### config.mk
export PLATFORM = sky130hd
export DESIGN_NAME = c3zpc_queue
export DESIGN_NICKNAME = d
export VERILOG_FILES = /design/src/rtl/c3zpc_pkg.sv /design/src/rtl/c3zpc_queue.sv
export SDC_FILE = /design/constraint.sdc
export NUM_CORES = 1
export LEC_CHECK = 0
export ABC_AREA = 1
export BUFFER_PORTS_ARGS = -buffer_cell sky130_fd_sc_hd__buf_4
export CAP_MARGIN = 20
export CORE_MARGIN = 2
export CORE_UTILIZATION = 45
export DETAILED_ROUTE_END_ITERATION = 6
export GPL_ROUTABILITY_DRIVEN = 0
export RECOVER_POWER = 50
export SYNTH_ARGS = -nofsm -noshare
export SYNTH_HDL_FRONTEND = slang
export SYNTH_SLANG_ARGS = --single-unit
export TNS_END_PERCENT = 20
### constraint.sdc
create_clock -name clk -period 7.7 [get_ports clk]
set_input_delay 0.385 -clock clk [delete_from_list [all_inputs] [get_ports clk]]
set_output_delay 0.385 -clock clk [all_outputs]
set_load 0.1 [all_outputs]
### src/rtl/c3zpc_pkg.sv
`timescale 1ns / 1ps
`default_nettype none
// ----------------------------------------------------------------------------
// c3zpc_pkg - shared types and constants for the 3x3 convolution block
// Item layouts, register indexes, reset values and the queue entry that
// carries a filled window from the line-buffer front to the filter back.
// ----------------------------------------------------------------------------
package c3zpc_pkg;

  // Sizing defaults for the top-level parameters
  localparam int MAX_WIDTH_DEF   = 1024;
  localparam int MAX_HEIGHT_DEF  = 1024;
  localparam int QUEUE_DEPTH_DEF = 4;

  // Fixed field widths
  localparam int SIZE_W     = 11;
  localparam int KROW_W     = 24;
  localparam int CFG_DATA_W = 24;
  localparam int CFG_IDX_W  = 3;
  localparam int SAMPLE_W   = 8;
  localparam int PIX_W      = 3 * SAMPLE_W;
  localparam int PROD_W     = 12;
  localparam int SUM_W      = 16;
  localparam int TAPS       = 9;

  // Configuration register indexes
  typedef enum logic [CFG_IDX_W-1:0] {
    REG_IMAGE_WIDTH   = 3'd0,
    REG_IMAGE_HEIGHT  = 3'd1,
    REG_COLOR_MODE    = 3'd2,
    REG_KERNEL_TOP    = 3'd3,
    REG_KERNEL_MIDDLE = 3'd4,
    REG_KERNEL_BOTTOM = 3'd5
  } cfg_reg_t;

  // Reset values: 256 x 256 grayscale, sharpening mask in Q4.4
  localparam logic [SIZE_W-1:0] RST_IMAGE_WIDTH   = 11'd256;
  localparam logic [SIZE_W-1:0] RST_IMAGE_HEIGHT  = 11'd256;
  localparam logic              RST_COLOR_MODE    = 1'b0;
  localparam logic [KROW_W-1:0] RST_KERNEL_TOP    = 24'h00F000;
  localparam logic [KROW_W-1:0] RST_KERNEL_MIDDLE = 24'hF050F0;
  localparam logic [KROW_W-1:0] RST_KERNEL_BOTTOM = 24'h00F000;

  localparam logic [SAMPLE_W-1:0] SAMPLE_MAX = 8'd255;

  typedef logic [PIX_W-1:0] pix_t;
  typedef pix_t [2:0][2:0] win_t;   // [row][column], row 0 above, column 0 left

  typedef struct packed {
    logic                operation;
    logic [SAMPLE_W-1:0] sample0;
    logic [SAMPLE_W-1:0] sample1;
    logic [SAMPLE_W-1:0] sample2;
  } in_item_t;

  typedef struct packed {
    logic [SAMPLE_W-1:0] out0;
    logic [SAMPLE_W-1:0] out1;
    logic [SAMPLE_W-1:0] out2;
    logic                last_pixel;
  } out_item_t;

  // Frame geometry plus the position clear raised by a geometry write
  typedef struct packed {
    logic [SIZE_W-1:0] width;
    logic [SIZE_W-1:0] height;
    logic              color;
    logic              clear;
  } geom_t;

  typedef struct packed {
    logic [KROW_W-1:0] top;
    logic [KROW_W-1:0] middle;
    logic [KROW_W-1:0] bottom;
  } kernel_t;

  // One emitting item: window, tap enables (row * 3 + column), mode, frame end
  typedef struct packed {
    win_t             win;
    logic [TAPS-1:0]  tap_en;
    logic             color;
    logic             last;
  } q_entry_t;

endpackage
`default_nettype wire

### src/rtl/c3zpc_queue.sv
`timescale 1ns / 1ps
`default_nettype none
// ----------------------------------------------------------------------------
// c3zpc_queue - short queue between the window front and the filter back
// Register-based queue of filled windows; push and pop may share a cycle.
// ----------------------------------------------------------------------------
module c3zpc_queue
  import c3zpc_pkg::*;
#(
  parameter int DEPTH = QUEUE_DEPTH_DEF
) (
  input  wire logic     clk,
  input  wire logic     rst_n,
  input  wire logic     push,
  input  wire q_entry_t push_data,
  output logic          full,
  input  wire logic     pop,
  output q_entry_t      pop_data,
  output logic          empty
);

  localparam int AW = $clog2(DEPTH);
  localparam int NW = $clog2(DEPTH + 1);

  q_entry_t        slot_r [DEPTH];
  logic [AW-1:0]   wr_ptr_r, rd_ptr_r;
  logic [NW-1:0]   count_r;

  assign full     = count_r == NW'(DEPTH);
  assign empty    = count_r == '0;
  assign pop_data = slot_r[rd_ptr_r];

  // Store the pushed entry
  always_ff @(posedge clk) begin
    if (push) begin
      slot_r[wr_ptr_r] <= push_data;
    end
  end

  // Advance pointers and track occupancy
  always_ff @(posedge clk) begin
    if (!rst_n) begin
      wr_ptr_r <= '0;
      rd_ptr_r <= '0;
      count_r  <= '0;
    end else begin
      if (push) begin
        wr_ptr_r <= (wr_ptr_r == AW'(DEPTH - 1)) ? '0 : wr_ptr_r + AW'(1);
      end
      if (pop) begin
        rd_ptr_r <= (rd_ptr_r == AW'(DEPTH - 1)) ? '0 : rd_ptr_r + AW'(1);
      end
      if (push && !pop) begin
        count_r <= count_r + NW'(1);
      end else if (pop && !push) begin
        count_r <= count_r - NW'(1);
      end
    end
  end

endmodule
`default_nettype wire

# Yosys cells after proc, flatten, opt, wreduce, memory -nomap -nowiden
# Memory sizes are Yosys's and may differ from the RTL's. A register that Yosys moved wholly into a read port is not among the register bits.
# Index checks and enable logic that the tools add are counted.
# totals
reg_bits	7
ram_bits	908
in_bits	231
memories	1
# classes
add_sub_neg	4
eq_ne	3
muxes	8
n_reduce_logical	6
# mem_list
memory	words	word_bits	rd	rd_clocked_by_memory_dff	write_ports	line	text
slot_r	4	227	1	1	1	c3zpc_queue.sv:25	q_entry_t slot_r [DEPTH];
# ops
op	n
$mux W2	4
$mux W3	2
$add A2 B1 Y2 const B	2
$eq A2 B2 Y1 const B	2
$add A3 B1 Y3 const B	1
$eq A3 B3 Y1 const B	1
$logic_not A3 Y1	1
$sub A3 B1 Y3 const B	1
$logic_and A1 B1 Y1	2
$logic_not A1 Y1	2
$mux W1	2
$reduce_bool A2 Y1	1

# Depth between registers and ports, before layout
# logic_depth
ltp_word	4
ltp_mapped	10
mapped_depth_nobuf	10

# Worst setup path after synthesis
# OpenSTA, ideal clock, no wires.
# synth_timing
path_type	flip-flop to flip-flop
startpoint	register wr_ptr_r[0]
endpoint	memory slot_r[3][0] (netlist name) (enable)
setup_ns	0.578
t_arrival_ns	4.948
required_time_ns	7.122
path_slack_ns	2.174
stages_incl_launch_ff	4
n_path_buf	0
period_less_slack_ns	5.526
cell_sequence	dfxtp_1 -> ha_1 -> nand2_1 -> inv_1
# synth_rtl
item	line	text
from (decl)	c3zpc_queue.sv:26	logic [AW-1:0] wr_ptr_r, rd_ptr_r;
from (signal assigned)	c3zpc_queue.sv:48	wr_ptr_r <= (wr_ptr_r == AW'(DEPTH - 1)) ? '0 : wr_ptr_r + AW'(1);
to (decl)	c3zpc_queue.sv:25	
# No word-level cell before the write port.

# Worst setup path in the final report
# layout_timing
startpoint	register wr_ptr_r[0]
endpoint	memory slot_r[0][30] (netlist name) (enable)
# No word-level cell before the write port.

==> flow_metrics.py <==
metrics = {
    "worst_setup_path": {
        "rr_worst_depth": 5,
        "crit_fanout": 118,
        "crit_required_ns": 7.94,
        "start_kind": "flip-flop",
        "crit_type": "reg2reg",
        "arrival_ns": 5.57,
        "rrSetupSlack_ns": 2.37,
        "cp-end-kind": "flip-flop",
    },
    "cts": {
        "post_cts_buffers": 0,
        "numCtsBuffers": 92,
        "clock_path_buffers": 3,
        "root_buffer": "clkbuf_16",
        "clk_pin_slew_ns": 0.06,
        "cts_tree": "yes",
        "clk_latency_ns": 0.63,
        "cts_htree_levels": 3,
        "cts_repair_resize_count": 0,
        "clock_sinks": 917,
    },
    "logic_synthesis": {
        "yosysUniqueCellTypes": 18,
        "syn_avg_cell_area_um2": 14.98,
        "synth_top_cell_by_area": "edfxtp_1",
        "synth_flop_cell": "edfxtp_1",
        "syn-cell-area_um2": 33770,
        "ys_seq_area_share_pct": 81.26,
        "syn_inst": 2254,
        "synth_edf_count": 908,
        "synthArstFlopShare_pct": 0,
        "synth_seq_cells": 917,
        "synth.area.top_cells": "edfxtp_1, o21ai_0, nor2_1, o22ai_1, clkbuf_1",
        "synth_common_cells": "edfxtp_1, nor2_1, o21ai_0, o22ai_1, clkbuf_1",
        "synth_nets": 2492,
        "yosysMostFrequentCell": "edfxtp_1",
        "synth_top_area_share_pct": 80.73,
        "ys_warn_count": 0,
    },
    "timing": {
        "period_minus_slack_ns": 5.334,
        "skew_ns": 0.01586,
        "setup_viol": 0,
        "fin_tns_setup_ns": 0,
        "max_slew_margin_pct": -241.9,
        "fmax_mhz": 187.5,
        "rsz0062_at_grt": "false",
        "post-route-period-util_pct": 69.27,
        "drv_slew": 220,
        "hold-worst-slack_ns": 0.08866,
        "finalHoldViolCount": 0,
        "worst_pin_slew_ns": 5.128,
    },
    "cells_and_area": {
        "utilization_pct": 56.81,
        "drive_gt1_share_pct": 12.39,
        "syn_to_final_growth_pct": 25.00,
        "num-nets-final": 3139,
        "fill_cells": 6027,
    },
    "placed_design": {
        "io_buffers": 459,
        "place_hpwl_um": 44020,
    },
    "power": {
        "leakage_nw": 14.16,
        "power_density_nw_per_um2": 291.7,
        "p_total_mw": 12.31,
        "vdd.ir_drop.worst_uv": 250.7,
    },
    "floorplanning": {
        "die_height_um": 278.0,
        "die_area_um2": 77260,
        "core_area_um2": 74320,
        "initial_utilization_pct": 45.44,
        "die_x_um": 278.0,
        "std_cell_rows": 100,
        "io_pins": 460,
    },
    "worst_hold_path": {
        "min_path_type": "in2reg",
        "holdPathStages": 3,
    },
    "route": {
        "drc_errors": 0,
        "antenna_left": 0,
        "drt-pass1-iter-count": 5,
        "vias": 21275,
        "routed_via_density": 5.382,
        "routed_wl_um": 81840,
        "drtIter0Drc": 1715,
        "post_drt_wl_per_cell_um": 20.70,
    },
    "run": {
        "max_cap_viol_count": 2,
    },
    "grt": {
        "grt.total_usage_pct": 20.77,
        "antenna_found_initial": 18,
        "grt-ovfl-total": 0,
        "first_global_vias": 21965,
        "grt_pass1_wl_um": 124500,
        "grt_max_degree": 219,
    },
    "outcome": {
        "outcome": "finished with violations",
        "violations": "capacitance limit, slew limit",
    },
}
[metrics by stage]
step,area (um2),cells,worst slack (ns)
final,42220,3953,2.366
after global routing,42210,3951,1.891
after CTS,43020,3937,3.071
after detailed placement,38020,3547,3.757
after global placement,38020,3547,3.852
after floorplan,33770,2254,2.174
[cell families (layout without fill, tap and decap cells)]
family                     count (synthesis)  count (layout)  synth area share (%)
DFF                                      917             917                 81.26
AOI/OAI and AO/OA                        687             687                 11.02
and+or+nand+nor                          476             476                 5.316
buffers and inverters                    166             881                 2.093
adders and majority gates                  7               7                0.2815
xor gates and xnor gates                   1               1               0.02594
other                                      0              15                     0
[registers in the layout, summed over array words and instances, names as in the netlist, named ones only]
name / cells
count_r: 3
rd_ptr_r: 2
wr_ptr_r: 2
slot_r: 908
[worst paths after layout]
path / startpoint / end
max: wr_ptr_r[0] / slot_r[0][30]
min: pop / rd_ptr_r[1]
max reg2reg: wr_ptr_r[0] / slot_r[0][30]
min reg2reg: wr_ptr_r[1] / wr_ptr_r[1]
[worst max-delay path, stage by stage (launching register included)]
cell     delay [ns]
dfxtp_1        0.35
inv_1          0.09
ha_1           0.14
nand2_1        0.05
inv_1          3.55
buf_12         0.49
[cell type report]
type / instances / area, um2 / area share, %
Antenna cell: 15 / 37.54 / 0.08891
Inverter: 16 / 87.58 / 0.2075
Multi-Input combinational cell: 1171 / 5622 / 13.32
Sequential cell: 917 / 27450 / 65.03
Clock buffer: 110 / 2391 / 5.663
Timing Repair Buffer: 703 / 5091 / 12.06
Clock inverter: 52 / 324.1 / 0.7676
Tap cell: 969 / 1212 / 2.872
[report_power, final]
part	internal, mW	switching [mW]
Sequential	5.73	0.0654
Clock	2.27	1.79
Combinational	0.484	1.98
[metal layers]
| metal | up-vias | wire (um) | track usage (%) |
|---|---|---|---|
| li1 | 9881 | - | - |
| met1 | 10642 | 33320 | 25.66 |
| met2 | 612 | 41060 | 35.84 |
| met3 | 134 | 5188 | 4.810 |
| met4 | 6 | 2239 | 7.484 |
| met5 | - | 40 | 0 |
[repair_timing]
action | in CTS | in global routing
hold endpoints to repair | 909 | 0
hold buffers | 228 | 0
endpoints found under the setup margin | 0 | 0
[layout by cell type, fill, tap and decap left out, drive strengths merged, types with 6 or more instances in the layout]
| master | n |
|---|---|
| edfxtp | 908 |
| dlygate4sd3 | 228 |
| o22ai | 227 |
| diode | 15 |
| o21ai | 457 |
| dfxtp | 9 |
| buf | 248 |
| nand2 | 8 |
| nor2 | 462 |
| clkbuf | 337 |
| clkinv | 45 |
| ha | 6 |
| inv | 18 |
(Power assumes the default switching activity.)
