File: src/rtl/c3zpc_pkg.sv
`timescale 1ns / 1ps
`default_nettype none
// ----------------------------------------------------------------------------
// c3zpc_pkg - shared types and constants for the 3x3 convolution block
// Item layouts, register indexes, reset values and the queue entry that
// carries a filled window from the line-buffer front to the filter back.
// ----------------------------------------------------------------------------
package c3zpc_pkg;

  // Sizing defaults for the top-level parameters
  localparam int MAX_WIDTH_DEF   = 1024;
  localparam int MAX_HEIGHT_DEF  = 1024;
  localparam int QUEUE_DEPTH_DEF = 4;

  // Fixed field widths
  localparam int SIZE_W     = 11;
  localparam int KROW_W     = 24;
  localparam int CFG_DATA_W = 24;
  localparam int CFG_IDX_W  = 3;
  localparam int SAMPLE_W   = 8;
  localparam int PIX_W      = 3 * SAMPLE_W;
  localparam int PROD_W     = 12;
  localparam int SUM_W      = 16;
  localparam int TAPS       = 9;

  // Configuration register indexes
  typedef enum logic [CFG_IDX_W-1:0] {
    REG_IMAGE_WIDTH   = 3'd0,
    REG_IMAGE_HEIGHT  = 3'd1,
    REG_COLOR_MODE    = 3'd2,
    REG_KERNEL_TOP    = 3'd3,
    REG_KERNEL_MIDDLE = 3'd4,
    REG_KERNEL_BOTTOM = 3'd5
  } cfg_reg_t;

  // Reset values: 256 x 256 grayscale, sharpening mask in Q4.4
  localparam logic [SIZE_W-1:0] RST_IMAGE_WIDTH   = 11'd256;
  localparam logic [SIZE_W-1:0] RST_IMAGE_HEIGHT  = 11'd256;
  localparam logic              RST_COLOR_MODE    = 1'b0;
  localparam logic [KROW_W-1:0] RST_KERNEL_TOP    = 24'h00F000;
  localparam logic [KROW_W-1:0] RST_KERNEL_MIDDLE = 24'hF050F0;
  localparam logic [KROW_W-1:0] RST_KERNEL_BOTTOM = 24'h00F000;

  localparam logic [SAMPLE_W-1:0] SAMPLE_MAX = 8'd255;

  typedef logic [PIX_W-1:0] pix_t;
  typedef pix_t [2:0][2:0] win_t;   // [row][column], row 0 above, column 0 left

  typedef struct packed {
    logic                operation;
    logic [SAMPLE_W-1:0] sample0;
    logic [SAMPLE_W-1:0] sample1;
    logic [SAMPLE_W-1:0] sample2;
  } in_item_t;

  typedef struct packed {
    logic [SAMPLE_W-1:0] out0;
    logic [SAMPLE_W-1:0] out1;
    logic [SAMPLE_W-1:0] out2;
    logic                last_pixel;
  } out_item_t;

  // Frame geometry plus the position clear raised by a geometry write
  typedef struct packed {
    logic [SIZE_W-1:0] width;
    logic [SIZE_W-1:0] height;
    logic              color;
    logic              clear;
  } geom_t;

  typedef struct packed {
    logic [KROW_W-1:0] top;
    logic [KROW_W-1:0] middle;
    logic [KROW_W-1:0] bottom;
  } kernel_t;

  // One emitting item: window, tap enables (row * 3 + column), mode, frame end
  typedef struct packed {
    win_t             win;
    logic [TAPS-1:0]  tap_en;
    logic             color;
    logic             last;
  } q_entry_t;

endpackage
`default_nettype wire

File: src/rtl/c3zpc_back.sv
`timescale 1ns / 1ps
`default_nettype none
// ----------------------------------------------------------------------------
// c3zpc_back - filter side: tap products, sum, clamp and output register
// Stage one forms the 27 truncated Q4.4 tap products, stage two sums each
// channel, clamps to 0..255 and holds the result item for the consumer.
// ----------------------------------------------------------------------------
module c3zpc_back
  import c3zpc_pkg::*;
(
  input  wire logic     clk,
  input  wire logic     rst_n,
  input  wire kernel_t  kernel,
  input  wire logic     q_empty,
  input  wire q_entry_t q_data,
  output logic          q_pop,
  output logic          out_valid,
  input  wire logic     out_stall,
  output out_item_t     out_data
);

  logic [KROW_W-1:0] krow [3];

  logic o_load, p_load;
  logic p_valid_r, o_valid_r;

  logic signed [PROD_W-1:0] prod_c [3][TAPS];
  logic signed [PROD_W-1:0] p_prod_r [3][TAPS];
  logic                     p_last_r, p_color_r;

  logic [SAMPLE_W-1:0] clamp_c [3];
  out_item_t           out_data_r;

  assign krow[0] = kernel.top;
  assign krow[1] = kernel.middle;
  assign krow[2] = kernel.bottom;

  // Pipeline flow: each stage loads when the one after it has room
  assign o_load = !o_valid_r || !out_stall;
  assign p_load = !p_valid_r || o_load;
  assign q_pop  = p_load && !q_empty;

  // Tap products, truncated toward zero; border taps forced to zero
  always_comb begin
    logic        [SAMPLE_W-1:0] smp;
    logic signed [SAMPLE_W-1:0] cf;
    logic signed [16:0]         full_p;
    logic signed [16:0]         adj_p;
    for (int ch = 0; ch < 3; ch++) begin
      for (int i = 0; i < 3; i++) begin
        for (int j = 0; j < 3; j++) begin
          smp    = q_data.win[i][j][SAMPLE_W*ch +: SAMPLE_W];
          cf     = $signed(krow[i][SAMPLE_W*j +: SAMPLE_W]);
          full_p = $signed({1'b0, smp}) * cf;
          adj_p  = full_p + (full_p[16] ? 17'sd15 : 17'sd0);
          prod_c[ch][i*3+j] = q_data.tap_en[i*3+j] ? PROD_W'(adj_p >>> 4) : '0;
        end
      end
    end
  end

  always_ff @(posedge clk) begin
    if (!rst_n) begin
      p_valid_r <= 1'b0;
    end else if (p_load) begin
      p_valid_r <= !q_empty;
    end
  end

  always_ff @(posedge clk) begin
    if (q_pop) begin
      p_prod_r  <= prod_c;
      p_last_r  <= q_data.last;
      p_color_r <= q_data.color;
    end
  end

  // Sum each channel and clamp to the sample range
  always_comb begin
    logic signed [SUM_W-1:0] s;
    for (int ch = 0; ch < 3; ch++) begin
      s = '0;
      for (int k = 0; k < TAPS; k++) begin
        s = s + SUM_W'(p_prod_r[ch][k]);
      end
      if (s[SUM_W-1]) begin
        clamp_c[ch] = '0;
      end else if (s[SUM_W-2:SAMPLE_W] != '0) begin
        clamp_c[ch] = SAMPLE_MAX;
      end else begin
        clamp_c[ch] = s[SAMPLE_W-1:0];
      end
    end
  end

  always_ff @(posedge clk) begin
    if (!rst_n) begin
      o_valid_r <= 1'b0;
    end else if (o_load) begin
      o_valid_r <= p_valid_r;
    end
  end

  // Hold the result item; green and blue read zero in grayscale
  always_ff @(posedge clk) begin
    if (o_load && p_valid_r) begin
      out_data_r.out0       <= clamp_c[0];
      out_data_r.out1       <= p_color_r ? clamp_c[1] : '0;
      out_data_r.out2       <= p_color_r ? clamp_c[2] : '0;
      out_data_r.last_pixel <= p_last_r;
    end
  end

  assign out_valid = o_valid_r;
  assign out_data  = out_data_r;

endmodule
`default_nettype wire
File: config.mk
export PLATFORM = sky130hd
export DESIGN_NAME = c3zpc_back
export DESIGN_NICKNAME = d
export VERILOG_FILES = /design/src/rtl/c3zpc_pkg.sv /design/src/rtl/c3zpc_back.sv
export SDC_FILE = /design/constraint.sdc
export NUM_CORES = 2
export LEC_CHECK = 0
export BUFFER_PORTS_ARGS = -buffer_cell sky130_fd_sc_hd__buf_2
export CORE_MARGIN = 5
export CORE_UTILIZATION = 60
export CTS_CLUSTER_SIZE = 25
export DETAILED_ROUTE_END_ITERATION = 8
export PLACE_DENSITY = 0.78
export SETUP_SLACK_MARGIN = 0.5
export SLEW_MARGIN = 10
export SYNTH_ARGS = -nofsm -noshare
export SYNTH_HDL_FRONTEND = slang
export SYNTH_SLANG_ARGS = --single-unit
File: constraint.sdc
create_clock -name clk -period 33 [get_ports clk]
set_clock_uncertainty 0.05 [all_clocks]
set_input_delay 6.6 -clock clk [delete_from_list [all_inputs] [get_ports clk]]
set_output_delay 6.6 -clock clk [all_outputs]
set_load 0.005 [all_outputs]
== After elaboration in Yosys (flattened, before gate mapping) ==
Cells that the tools add are included.
Operators by class
  add/sub/neg operators: 51
  multiply operators: 27
  muxes and demuxes: 30
  bitwise operators: 1
  reductions and logical operators: 13
Operators with widths (number)
  9-bit by 8-bit multiplier with 17-bit output: 27
  16-bit by 5-bit adder with 16-bit output: 27
  16-bit by 12-bit adder with 16-bit output: 12
  4-bit two-way mux: 27
  15-bit by 12-bit adder with 16-bit output: 3
  14-bit by 12-bit adder with 15-bit output: 3
  13-bit by 12-bit adder with 14-bit output: 3
  12-bit by 12-bit adder with 13-bit output: 3
  8-bit two-way mux: 3
  7-bit nonzero test: 3
  1-bit zero test: 4
  2-bit OR reduction: 2
  1-bit logical AND: 2
  1-bit logical OR: 2
  1-bit NOT: 1
Word-level totals
  register bits: 353
  bits of input ports: 303
  output and inout bits: 27
  word-level logic and storage cells: 157

== Longest topological paths before layout ==
  word-level depth: 10
  depth in mapped cells: 20
  depth with buffers taken out: 19

== Worst setup path after synthesis ==
Ideal clock, no wire load.
  path kind: input port to output port
  start point: in out_stall
  end point: out q_pop
  arrival: 22.813 ns
  required time: 26.350 ns
  path slack: 3.537 ns
  stages on the path: 1
  buffers on the path: 0
  path through: a31oi_1
On the way
  longest elaborated chain between the ends: 4
RTL lines
  start, declared: RTL line c3zpc_back.sv:18  | input wire logic out_stall,
  1-bit zero test: RTL line c3zpc_back.sv:39  | assign o_load = !o_valid_r || !out_stall;
  1-bit logical OR: RTL line c3zpc_back.sv:39
  1-bit logical OR: RTL line c3zpc_back.sv:40  | assign p_load = !p_valid_r || o_load;
  1-bit logical AND: RTL line c3zpc_back.sv:41  | assign q_pop = p_load && !q_empty;
  end, declared: RTL line c3zpc_back.sv:16  | output logic q_pop,
Every way passes these cells.

== Worst setup path in the final report ==
Same ends and word-level chain as after synthesis.

==> metrics.md <==
| Metric | Value |
|---|---|
| Largest delay share family, worst path | `buffers and inverters` |
| Crit share post-route | `41.99%` |
| Crit path buffers/inverters | `2` |
| Largest net degree at the start of global routing | `90` |
| Die area | `152200 µm²` |
| CP max stage cell | `a31oi_4` |
| WS Path Type | `in -> out` |
| Crit-path max FO | `4` |
| Slew @ Worst Pin | `1.240 ns` |
| Initial antenna violation count | `33` |
| Top cell type's share of synthesized area | `29.09%` |
| Post-synthesis register bit count | `353` |
| Most frequent CP cell | `buf_2` |
| P&R area growth vs syn | `5.402%` |
| Most frequent cells in the layout | `1823 x inv_1, 1260 x fa_1, 1209 x ha_1` |
| Syn Inst Count | `9543` |
| Total gr overflow | `0` |
| Setup Buffers After CTS | `0` |
| Min-delay src | `p_last_r$_DFFE_PP_` |
| CTS tree | `yes` |
| Post-synth EDFFs | `351` |
| Routability congestion estimate | `0.9784` |
| Total GRT Usage | `28.75%` |
| TritonRoute pass-1 iters | `8` |
| Critical Path End | `q_pop` |
| CTS Buffer Depth | `3` |
| Worst hold path type | `reg -> reg` |
| Setup slack, reg-to-reg | `26.95 ns` |
| Fin nets | `12502` |
| Syn avg cell area | `9.087 µm²` |
| Total CTS buffers | `37` |
| Synth area leader | `fa_1` |
| Relative slew slack | `15.21%` |
| WP data required | `26.35 ns` |
| Run status | `finished, final reports clean` |
| Die height | `390.2 µm` |
| Kind of launch point of the worst setup path | `primary input` |
| RSZ-0062 raised after global routing | `false` |
| Fillers | `11926` |
| Vias in the first global route | `68810` |
| R2R cell count | `15` |
| DRT antenna net count | `0` |
| Fraction of layout cells with a size suffix above 1 | `5.124%` |
| Largest cells by area after synthesis | `fa_1 29%, ha_1 17%, edfxtp_1 12%` |
| Most common cell after layout, fill and taps aside | `inv_1` |
| Peak Freq | `72.17 MHz` |
| Row cnt | `139` |
| Core box area | `143700 µm²` |
| Multi-input combinational cell area | `68600 µm²` |
| Ys async rst share | `0%` |
| Crit path capture type | `output port` |
| Syn nets | `12315` |
| Area occupied by registers | `10580 µm²` |
| RR Startpoint | `p_prod_r[194]$_SDFFCE_PN0P_` |
| Sequential area share after synthesis | `12.20%` |
| Hold buffer count at cts | `0` |
| CTS root buffer | `clkbuf_16` |
| First-pass GRT wire length | `354900 µm` |
| Crit path depth | `3` |
| Final worst path period need | `13.86 ns` |
| Top_reg_cell synth | `edfxtp_1` |
| Port Buffers | `329` |
| CP arrival | `7.21 ns` |
| IO Pins | `330` |
| Starting Density | `60.36%` |
| GR met1 Demand/Resource | `37.53%` |
| Via Count | `67163` |
| Clk sinks | `353` |
| Skew-Pair Late Insertion Delay | `0.57 ns` |
| Drt wl/cell | `18.69 µm` |
| Final setup vio count | `0` |
| Final wirelength | `218300 µm` |
| Hpwl dp | `181900 µm` |
| DRC violations left | `0` |
| DR iter-0 viols | `4921` |
| Worst path max stage delay | `0.29 ns` |
| Final Util | `63.62%` |
| Max Cap Violations | `0` |
| Mapped Area | `86710 µm²` |
| Final slew viol count | `0` |
| Final Hold Viols | `0` |
| Resized Gates After CTS | `0` |
| Met2 GRT Util | `49.51%` |
| GR Layer Usage met3 | `3.732%` |
| CTS H-tree lvls | `2` |
| Crit path launch | `out_stall` |
| R2r endpoint | `out_data[16]$_SDFFCE_PP0P_` |
| CTS clk-pin slew, worst paths | `0.08 ns` |
| Most Used Layer, Global Route | `met2` |
| Post-synth cell types | `99` |
| Yosys synthesis warning count | `0` |
| Die X | `390.2 µm` |
| Post-DR vias/cell | `5.748` |
| Critical-path cell list | `buf_2 > a31oi_4 > buf_2` |
| Setup TNS | `0 ns` |
-- how the worst min path moves through the flow --
stage | slack (ns) | end | cells after the start
2_1_floorplan | 0.35 | out_data[0]$_DFFE_PP_ | 0
3_3_place_gp | 0.39 | out_data[0]$_DFFE_PP_ | 0
3_5_place_dp | 0.40 | out_data[0]$_DFFE_PP_ | 0
4_1_cts | 0.39 | out_data[0]$_DFFE_PP_ | 0
5_1_grt | 0.39 | out_data[0]$_DFFE_PP_ | 0
6_report | 0.39 | out_data[0]$_DFFE_PP_ | 0
-- cell usage after synthesis, types with 16 or more instances --
cell and number:
and3_1 55, nand3_1 116, nor3b_1 28, a31oi_1 17
nor4_1 45, o311ai_0 16, nand4_1 46, nand2b_1 131
a21boi_0 21, edfxtp_1 351, nor2b_1 51, nand2_1 693
o21ai_0 214, a21o_1 60, and2_1 1069, or4_1 21
o31a_1 23, or3_1 69, o211ai_1 37, mux2i_1 32
fa_1 1260, a211oi_1 59, ha_1 1209, a21oi_1 287
o21bai_1 46, o31ai_1 37, xnor2_1 235, nor3_1 115
o2111ai_1 21, o21a_1 105, a2111oi_0 27, clkbuf_1 186
xor2_1 208, nor2_1 542, inv_1 1823, or2_2 36
-- metrics by stage --
| step | cell area (µm²) | setup WS [ns] | std cells | hold WS [ns] |
|---|---|---|---|---|
| after floorplan | 86710 | 3.537 | 9543 | 0.3503 |
| after global placement | 90130 | 19.15 | 11594 | 0.3862 |
| after detailed placement | 90130 | 19.14 | 11594 | 0.3979 |
| after CTS | 91340 | 19.14 | 11661 | 0.3946 |
| after global routing | 91380 | 19.12 | 11679 | 0.3938 |
| final | 91400 | 19.14 | 11685 | 0.3892 |
-- sequential cells by signal, indices dropped and copies added, names as in the netlist --
name,count
p_prod_r,324
out_valid,1
p_valid_r,1
p_last_r,1
p_color_r,1
out_data,25
-- worst register-to-register path: cells and delay by family, from the launching register on --
| family | cells | cell delay (ns) |
|---|---|---|
| buf+inv | 2 | 0.10 |
| compound gates | 4 | 1.10 |
| simple gates | 3 | 1.12 |
| fa+ha+maj | 6 | 2.92 |
| flops | 1 | 0.44 |
-- metal layers --
layer	vias up	routed length [µm]	part of all wire [%]
li1	31194	-	-
met1	33343	87420	40
met2	2196	106600	49
met3	418	15390	7.0
met4	12	8892	4.1
met5	-	58	0.027
-- final cells by class --
type	instances	share of cell area [%]
Antenna cell	24	0.06571
Tap cell	1903	2.605
Clock buffer	41	1.053
Inverter	1825	7.495
Sequential cell	353	11.58
Multi-Input combinational cell	7175	75.06
Timing Repair Buffer	338	1.875
Clock inverter	26	0.2738
-- cells by family after synthesis --
family / Yosys count / synth area share, %
buffers and inverters: 2015 / 8.727
adders and majority gates: 2469 / 46.53
and+or+nand+nor: 3099 / 18.83
DFF: 353 / 12.20
AOI/OAI and AO/OA: 1124 / 8.760
xor gates and xnor gates: 444 / 4.493
muxes: 39 / 0.4603
Power is not shown: default switching activity piles up to over one toggle a cycle in this logic, so the estimate is an artifact.
